$ cat config.mk
export PLATFORM = sky130hd
export DESIGN_NAME = fair_share_task_scheduler_core
export DESIGN_NICKNAME = d
export VERILOG_FILES = /design/src/design/fsts_pkg.sv /design/src/design/fair_share_task_scheduler_core.sv /design/src/design/fsts_ram.sv /design/src/design/fsts_div.sv
export SDC_FILE = /design/constraint.sdc
export NUM_CORES = 2
export LEC_CHECK = 0
export BUFFER_PORTS_ARGS = -buffer_cell sky130_fd_sc_hd__buf_2
export CELL_PAD_IN_SITES_DETAIL_PLACEMENT = 2
export CELL_PAD_IN_SITES_GLOBAL_PLACEMENT = 2
export CORE_MARGIN = 3
export CORE_UTILIZATION = 51
export DETAILED_ROUTE_END_ITERATION = 8
export GPL_ROUTABILITY_DRIVEN = 0
export PLACE_DENSITY_LB_ADDON = 0.1
export SKIP_CTS_REPAIR_TIMING = 1
export SYNTH_ARGS = -nofsm -noshare
export SYNTH_HDL_FRONTEND = slang
export SYNTH_SLANG_ARGS = --single-unit
$ cat constraint.sdc
create_clock -name clk -period 26.3 [get_ports clk]
set_input_delay 2.63 -clock clk [delete_from_list [all_inputs] [get_ports clk]]
set_output_delay 2.63 -clock clk [all_outputs]
set_load 0.005 [all_outputs]
$ cat src/design/fsts_pkg.sv
// Shared types and constants for the fair share task scheduler.
// Used by the core (the top level), the divider and the testbench; depends on nothing.
package fsts_pkg;
	localparam int QUEUE_DEPTH_DEF = 16;
	localparam int ID_W = 8;
	localparam int VR_W = 64;
	localparam int WT_W = 20;
	localparam int GR_W = 32;
	localparam int ST_W = 2;
	localparam int TICK_SCALE = 1000;
	localparam int SLOT_W = ID_W + VR_W + WT_W;

	typedef enum logic [1:0] {
		REQ_ENQ  = 2'd0,
		REQ_DEQ  = 2'd1,
		REQ_PICK = 2'd2,
		REQ_TICK = 2'd3
	} req_t;

	typedef enum logic [ST_W-1:0] {
		ST_OK    = 2'd0,
		ST_FULL  = 2'd1,
		ST_EMPTY = 2'd2,
		ST_NOID  = 2'd3
	} status_t;

	localparam logic CFG_WEIGHT = 1'b0;
	localparam logic CFG_GRAN   = 1'b1;
endpackage

$ cat src/design/fair_share_task_scheduler_core.sv
// Fair share task scheduler top level: ready table in a RAM, slot scan sequencer.
// Depends on fsts_pkg, fsts_ram and fsts_div.
//
// Usage: requests arrive on s_axis (tdata = req_type, task_id, task_vruntime,
// task_weight from the lowest bit). One result per request leaves on m_axis.
// Every request is served by a scan of the slot table held in one RAM with a
// registered read. An enqueue or a dequeue goes through the scan, the write
// state and the output state. A pick needs a second scan for the new floor
// after its write state, and a tick waits in the divider state between its
// scan and its write state.
// One item is in flight at a time; s_tready is high in the idle state only,
// so a new request is taken at the earliest in the cycle after a result transfer.
// The result is held in an output register until taken; while the receiver
// stalls no new request is accepted.
// Reset clears all valid bits, the count, the floor, and loads the register defaults;
// the RAM contents need no clearing since data read from invalid slots is ignored.
// Configuration writes land at the next rising edge with cfg_we high.
module fair_share_task_scheduler_core #(
	parameter int QUEUE_DEPTH = fsts_pkg::QUEUE_DEPTH_DEF
) (
	input  logic         clk,
	input  logic         arst_n,
	input  logic         s_tvalid,
	output logic         s_tready,
	input  logic [95:0]  s_tdata,  // req_type, task_id, task_vruntime, task_weight
	output logic         m_tvalid,
	input  logic         m_tready,
	// out_task_id, out_vruntime, out_weight, preempt, status, queue_count, floor_vr
	output logic [167:0] m_tdata,
	input  logic         cfg_we,
	input  logic         cfg_index,
	input  logic [31:0]  cfg_data
);
	import fsts_pkg::*;
	localparam int AW = $clog2(QUEUE_DEPTH);
	localparam int CW = $clog2(QUEUE_DEPTH + 1);

	typedef enum logic [2:0] {
		S_IDLE, S_SCAN, S_SCAN2, S_DIV, S_WRITE, S_OUT
	} state_t;

	state_t state_q;
	logic [WT_W-1:0] dw_q;
	logic [GR_W-1:0] gran_q;
	logic [QUEUE_DEPTH-1:0] valid_q;
	logic [VR_W-1:0] floor_q;
	logic [CW-1:0] count_q;

	logic [1:0] req_q;
	logic [ID_W-1:0] id_q;
	logic [VR_W-1:0] vr_q;
	logic [WT_W-1:0] wt_q;

	logic [AW:0] idx_q;
	logic [AW-1:0] rd_idx_s1;
	logic rd_vld_s1;
	logic found_q;
	logic [AW-1:0] best_q;
	logic [ID_W-1:0] best_id_q;
	logic [VR_W-1:0] best_vr_q;
	logic [WT_W-1:0] best_wt_q;
	logic [AW-1:0] free_q;
	logic free_ok_q;

	logic [ID_W-1:0] o_id_q;
	logic [VR_W-1:0] o_vr_q;
	logic [WT_W-1:0] o_wt_q;
	logic o_pre_q;
	logic [ST_W-1:0] o_st_q;

	logic ram_we;
	logic [AW-1:0] ram_waddr;
	logic [SLOT_W-1:0] ram_wdata, ram_rdata;
	logic [ID_W-1:0] r_id;
	logic [VR_W-1:0] r_vr;
	logic [WT_W-1:0] r_wt;
	logic better;

	logic div_start, div_done;
	logic [29:0] div_quot;
	logic [29:0] div_num;
	logic [WT_W-1:0] div_den;

	assign {r_wt, r_vr, r_id} = ram_rdata;
	assign better = !found_q || r_vr < best_vr_q || (r_vr == best_vr_q && r_id < best_id_q);

	fsts_ram #(.WIDTH(SLOT_W), .DEPTH(QUEUE_DEPTH)) u_ram (
		.clk(clk), .we(ram_we), .waddr(ram_waddr), .wdata(ram_wdata),
		.raddr(idx_q[AW-1:0]), .rdata(ram_rdata)
	);

	assign div_num = 30'(dw_q) * 30'(TICK_SCALE);
	assign div_den = (wt_q == '0) ? dw_q : wt_q;
	assign div_start = (state_q == S_SCAN) && (req_q == REQ_TICK) && idx_q == (AW+1)'(QUEUE_DEPTH)
		&& !rd_vld_s1;

	fsts_div u_div (
		.clk(clk), .arst_n(arst_n), .start(div_start), .num(div_num), .den(div_den),
		.done(div_done), .quot(div_quot)
	);

	assign ram_we = (state_q == S_WRITE) && (req_q == REQ_ENQ) && free_ok_q;
	assign ram_waddr = free_q;
	assign ram_wdata = {(wt_q == '0) ? dw_q : wt_q, (vr_q == '0) ? floor_q : vr_q, id_q};

	assign s_tready = (state_q == S_IDLE);
	assign m_tvalid = (state_q == S_OUT);
	assign m_tdata = {4'b0000, floor_q, 5'(count_q), o_st_q, o_pre_q, o_wt_q, o_vr_q, o_id_q};

	logic scan_end;
	logic [VR_W-1:0] nv;
	assign scan_end = (idx_q == (AW+1)'(QUEUE_DEPTH)) && !rd_vld_s1;
	assign nv = vr_q + ((div_den != '0) ? VR_W'(div_quot) : VR_W'(0));

	always_ff @(posedge clk or negedge arst_n) begin
		if (!arst_n) begin
			state_q <= S_IDLE;
			dw_q <= WT_W'(1024);
			gran_q <= GR_W'(4000);
			valid_q <= '0;
			floor_q <= '0;
			count_q <= '0;
			rd_vld_s1 <= 1'b0;
			idx_q <= '0;
		end else begin
			if (cfg_we) begin
				if (cfg_index == CFG_WEIGHT) dw_q <= cfg_data[WT_W-1:0];
				else gran_q <= cfg_data;
			end
			rd_vld_s1 <= 1'b0;
			case (state_q)
				S_IDLE: begin
					if (s_tvalid) begin
						idx_q <= '0;
						state_q <= S_SCAN;
					end
				end
				S_SCAN, S_SCAN2: begin
					if (idx_q != (AW+1)'(QUEUE_DEPTH)) begin
						idx_q <= idx_q + (AW+1)'(1);
						rd_vld_s1 <= 1'b1;
					end
					if (rd_vld_s1 && valid_q[rd_idx_s1] && req_q == REQ_DEQ && r_id == id_q) begin
						valid_q[rd_idx_s1] <= 1'b0;
						count_q <= count_q - CW'(1);
					end
					if (scan_end) begin
						if (state_q == S_SCAN2) begin
							state_q <= S_OUT;
							if (found_q) floor_q <= best_vr_q;
							else floor_q <= o_vr_q;
						end else if (req_q == REQ_TICK) state_q <= S_DIV;
						else state_q <= S_WRITE;
					end
				end
				S_DIV: begin
					if (div_done) state_q <= S_WRITE;
				end
				S_WRITE: begin
					state_q <= S_OUT;
					if (req_q == REQ_ENQ && free_ok_q) begin
						valid_q[free_q] <= 1'b1;
						count_q <= count_q + CW'(1);
					end
					if (req_q == REQ_PICK && found_q) begin
						valid_q[best_q] <= 1'b0;
						count_q <= count_q - CW'(1);
						idx_q <= '0;
						state_q <= S_SCAN2;
					end
				end
				S_OUT: begin
					if (m_tready) state_q <= S_IDLE;
				end
				default: state_q <= S_IDLE;
			endcase
		end
	end

	always_ff @(posedge clk) begin
		rd_idx_s1 <= idx_q[AW-1:0];
		case (state_q)
			S_IDLE: begin
				{wt_q, vr_q, id_q, req_q} <= s_tdata[93:0];
				found_q <= 1'b0;
				free_ok_q <= 1'b0;
				free_q <= '0;
				best_q <= '0;
				best_id_q <= '0;
				best_vr_q <= '0;
				best_wt_q <= '0;
			end
			S_SCAN, S_SCAN2: begin
				if (rd_vld_s1) begin
					if (!valid_q[rd_idx_s1] && !free_ok_q) begin
						free_ok_q <= 1'b1;
						free_q <= rd_idx_s1;
					end
					if (valid_q[rd_idx_s1] && req_q == REQ_DEQ && r_id == id_q) found_q <= 1'b1;
					if (valid_q[rd_idx_s1] && req_q != REQ_DEQ && better) begin
						found_q <= 1'b1;
						best_q <= rd_idx_s1;
						best_id_q <= r_id;
						best_vr_q <= r_vr;
						best_wt_q <= r_wt;
					end
				end
			end
			S_WRITE: begin
				o_id_q <= '0;
				o_vr_q <= '0;
				o_wt_q <= '0;
				o_pre_q <= 1'b0;
				o_st_q <= ST_OK;
				case (req_q)
					REQ_ENQ: if (!free_ok_q) o_st_q <= ST_FULL;
					REQ_DEQ: if (!found_q) o_st_q <= ST_NOID;
					REQ_PICK: begin
						if (!found_q) o_st_q <= ST_EMPTY;
						else begin
							o_id_q <= best_id_q;
							o_vr_q <= best_vr_q;
							o_wt_q <= best_wt_q;
						end
						found_q <= 1'b0;
					end
					REQ_TICK: begin
						o_vr_q <= nv;
						o_pre_q <= found_q && (best_vr_q + VR_W'(gran_q) < nv);
					end
					default: o_st_q <= ST_OK;
				endcase
			end
			default: ;
		endcase
	end

	assert property (@(posedge clk) disable iff (!arst_n) count_q == CW'($countones(valid_q)))
		else $error("count mismatch");
	assert property (@(posedge clk) disable iff (!arst_n) m_tvalid && !m_tready |=> m_tvalid)
		else $error("result dropped");
	assert property (@(posedge clk) disable iff (!arst_n) ram_we |-> !valid_q[ram_waddr])
		else $error("overwrite of live slot");
endmodule

$ cat src/design/fsts_ram.sv
// Generic single-port-write, single-port-read RAM with registered read data.
// No dependencies.
module fsts_ram #(
	parameter int WIDTH = 8,
	parameter int DEPTH = 16
) (
	input  logic                     clk,
	input  logic                     we,
	input  logic [$clog2(DEPTH)-1:0] waddr,
	input  logic [WIDTH-1:0]         wdata,
	input  logic [$clog2(DEPTH)-1:0] raddr,
	output logic [WIDTH-1:0]         rdata
);
	logic [WIDTH-1:0] mem [DEPTH];

	always_ff @(posedge clk) begin
		if (we) begin
			mem[waddr] <= wdata;
		end
		rdata <= mem[raddr];
	end
endmodule

$ cat src/design/fsts_div.sv
// Restoring divider, one quotient bit per cycle.
// Uses fsts_pkg widths; divides a 30-bit numerator by a 20-bit divisor.
module fsts_div (
	input  logic                  clk,
	input  logic                  arst_n,
	input  logic                  start,
	input  logic [29:0]           num,
	input  logic [fsts_pkg::WT_W-1:0] den,
	output logic                  done,
	output logic [29:0]           quot
);
	import fsts_pkg::*;
	logic [29:0]   q_q;
	logic [WT_W:0] r_q;
	logic [4:0]    cnt_q;
	logic          busy_q;
	logic [WT_W:0] rs;
	logic          ge;

	assign rs = {r_q[WT_W-1:0], q_q[29]};
	assign ge = rs >= {1'b0, den};

	always_ff @(posedge clk or negedge arst_n) begin
		if (!arst_n) begin
			busy_q <= 1'b0;
			done   <= 1'b0;
			cnt_q  <= '0;
		end else begin
			done <= 1'b0;
			if (start) begin
				busy_q <= 1'b1;
				cnt_q  <= '0;
			end else if (busy_q) begin
				cnt_q <= cnt_q + 5'd1;
				if (cnt_q == 5'd29) begin
					busy_q <= 1'b0;
					done   <= 1'b1;
				end
			end
		end
	end

	always_ff @(posedge clk) begin
		if (start) begin
			q_q <= num;
			r_q <= '0;
		end else if (busy_q) begin
			r_q <= ge ? rs - {1'b0, den} : rs;
			q_q <= {q_q[28:0], ge};
		end
	end

	assign quot = q_q;
endmodule

==> flow_metrics.tcl <==
set metrics [dict create \
    synthTopCellsByArea "edfxtp_1 (60%), mux4_2 (12%), dfrtp_1 (4.1%), ha_1 (4.0%), dfxtp_1 (2.7%)" \
    drive_above_1_share_pct 22.94 \
    die_y_um 424.1 \
    yosys-mux-area-fraction_pct 13.26 \
    cap_violations 0 \
    yosys.area_share.simple_pct 5.062 \
    ys_warn_count 0 \
    min_period_over_period_pct 35.16 \
    seq_power_share_pct 36.3 \
    ir_worst_vdd_mv 0.1004 \
    relSlewSlack_pct 5.379 \
    numCtsBuffers 212 \
    internal-power_w 0.007740 \
    clk_pin_slew_ns 0.06 \
    start_kind "flop" \
    yosysTopAreaCell "edfxtp_1" \
    path_class "reg2reg" \
    synth-xor-area-share_pct 1.728 \
    synth_top_area_share_pct 60.29 \
    post-route-min-period_ns 9.247 \
    postPlaceCellArea_sq_um 93770 \
    drc 0 \
    yosysUniqueCellTypes 91 \
    status "finished, final reports clean" \
    drt-pass1-iter-count 6 \
    report.final.slew_viol_count 0 \
    numClockSinks 2062 \
    power_w 0.01263 \
    core.rowCount 152 \
    dp.cells 7707 \
    rsz0062_at_grt "false" \
    drt_iter0_drc 7200 \
    areaGrowthSynthToFinish_pct 13.14 \
    end_kind "flop" \
    fp.dieArea_sq_um 179900 \
    routed_wirelength_mm 346.6 \
    synth_top_family_by_area "multiplexers" \
    syn_inst 5210 \
    num_vias 56720 \
    crit_arrival_ns 9.94 \
    place_hpwl_mm 203.7 \
    start_util_pct 51.62 \
    p_sw_w 0.004886 \
    clk_latency_ns 0.90 \
    wire_per_inst_um 42.69 \
    num-nets-final 6101 \
    clkPwrFrac_pct 25.1 \
    yosys.area_share.adder_pct 5.611 \
    antenna_found_initial 14 \
    pwr-share-comb_pct 38.6 \
    h-tree-depth 4 \
    synthArstFlopShare_pct 7.420 \
    drtAntennaViolNets 0 \
    gr-total-overflow 0 \
    p_leak_nw 35.45 \
    synth.most_common_cell "edfxtp_1" \
    hold_slack_ns 0.5183 \
    routed_via_density 6.986 \
    cts_tree "built" \
    yosys-top-cells-count "edfxtp_1 (1,790), mux4_2 (464), ha_1 (283), nand2_1 (212), a21oi_1 (189)" \
    critical_path_required_ns 27.00 \
    synth_top_flop_cell "edfxtp_1" \
    core_sq_um 172700 \
    yosysSeqAreaShare_pct 67.27 \
    cts-root-buf "clkbuf_16" \
    synth_edf_count 1790 \
    fill_cells 14530 \
    io_pins 304 \
    hp-class "reg2reg" \
    cp_max_fo 30 \
    grt_pass1_vias 61940 \
    layout.cells.non_filler 8119 \
    grt.total_usage_pct 38.69 \
    setup_tns_ns 0 \
    grt_max_degree 162 \
    worst_pin_slew_ns 1.416 \
    postSynthAreaPerCell_sq_um 17.11 \
    ys_seq_elements 2062 \
    grt_pass1_wl_mm 490.6 \
    max_freq_ghz 0.1081 \
    p_sw_share_pct 38.70 \
    finalSetupViolCount 0 \
    finish.instance_area_sq_um 100900 \
    finalHoldViolCount 0 \
    powerDensity_nw_per_um2 125.2 \
    port_buffers 297 \
    finClkSkew_ns 0.05152 \
    die_w_um 424.1 \
    clock_path_buffers 3 \
    synth_compound_area_share_pct 5.444 \
    synth_area_sq_um 89150 \
]
==> metrics by stage <==
step | util, % | setup slack (ns)
after detailed placement | 54.30 | 18.08
after CTS | 58.40 | 17.45
after global placement | 54.30 | 18.46
after floorplan | - | 17.97
final | 58.41 | 17.05
after global routing | 58.40 | 17.07
==> cell families (layout without fill, tap and decap cells) <==
| logic type | after synthesis | in the layout |
|---|---|---|
| flip-flops | 2062 | 2062 |
| multiplexers | 594 | 594 |
| AO/OA/AOI/OAI | 754 | 754 |
| adder cells (fa/ha/maj) | 356 | 356 |
| AND/OR/NAND/NOR | 892 | 892 |
| XOR/XNOR | 175 | 175 |
| buffers and inverters | 376 | 966 |
| other | 1 | 10 |
==> worst paths after layout <==
check,startpoint,end,slack (ns),cells after the start
worst max-delay path,wt_q[5],o_pre_q,17.05,27
worst min-delay path,floor_q[24],floor_q[24],0.52,2
worst max register to register,wt_q[5],o_pre_q,17.05,27
worst min register to register,floor_q[24],floor_q[24],0.52,2
max in group asynchronous,arst_n,idx_q[1],23.12,2
min in group asynchronous,arst_n,gran_q[18],1.78,1
==> power groups by stage <==
stage | clock network, W | logic, W | registers (W)
6_report | 0.00317 | 0.00488 | 0.00458
2_1_floorplan | 0 | 0.00308 | 0.00439
5_1_grt | 0.00331 | 0.00518 | 0.00460
4_1_cts | 0.00319 | 0.00481 | 0.00456
3_3_place_gp | 0 | 0.00425 | 0.00457
3_5_place_dp | 0 | 0.00457 | 0.00461
==> cells in the final DEF (no fill, tap or decap), drive strengths merged, types with 82 or more instances in the layout <==
master / synthesis / layout
a21o: 137 / 137
a21oi: 193 / 193
and2: 106 / 106
buf: 57 / 406
clkbuf: 166 / 292
clkinv: 0 / 82
dfrtp: 146 / 146
dfxtp: 119 / 119
edfxtp: 1790 / 1790
ha: 283 / 283
inv: 153 / 159
mux4: 464 / 464
nand2: 212 / 212
nand3: 96 / 96
nor2: 173 / 173
o21ai: 187 / 187
xnor2: 117 / 117
==> state kept, by name, summed over array words and instances (netlist names), 5 cells and up <==
| name | flops |
|---|---|
| dw_q | 20 |
| count_q | 5 |
| u_div.cnt_q | 5 |
| best_id_q | 8 |
| o_wt_q | 20 |
| idx_q | 5 |
| u_ram.rdata | 92 |
| id_q | 8 |
| best_vr_q | 64 |
| wt_q | 20 |
| o_id_q | 8 |
| u_div.quot | 30 |
| u_div.r_q | 20 |
| best_wt_q | 20 |
| floor_q | 64 |
| valid_q | 16 |
| o_vr_q | 64 |
| vr_q | 64 |
| u_ram.mem | 1472 |
| gran_q | 32 |
==> worst max-delay path, stage by stage (launching register included) <==
cell and delay, ns:
edfxtp_1 0.39, nor4_1 0.09, nand3_1 0.15, nor2_1 0.09
buf_4 0.22, a21oi_1 0.78, nand4_1 0.27, nor3_2 0.23
buf_4 0.41, nand2b_1 0.23, inv_1 0.06, ha_1 0.31
a211oi_1 0.15, o21ai_0 0.65, nand4_1 0.43, a31oi_1 0.71
a211oi_2 0.16, buf_4 0.23, nor3_4 0.62, nand3_1 0.22
xor2_1 0.23, ha_1 0.24, a21o_1 0.20, a2111oi_0 0.77
o21ai_0 0.37, a21oi_1 0.39, o21ai_0 0.19, a21oi_1 0.24
==> cell type report <==
class                      count  area [sq um]  area share (%)
sequential                  2062         59990           59.48
multi-input combinational   2775         27970           27.73
clock buffer                 291          5832           5.782
tap                         2310          2890           2.866
timing repair buffer         407          2346           2.326
clock inverter               115          1237           1.227
inverter                     153         579.3          0.5744
antenna                        6         15.01         0.01489
==> routing by layer <==
layer	vias to the layer above	GRT usage [%]	part of all wire (%)
met5	-	0	0.017
met4	8	23.26	7.0
met3	1156	7.870	8.0
met2	3728	63.57	49
met1	30410	47.52	36
li1	21410	-	-
No activity file was read; power rests on OpenSTA's default activity.
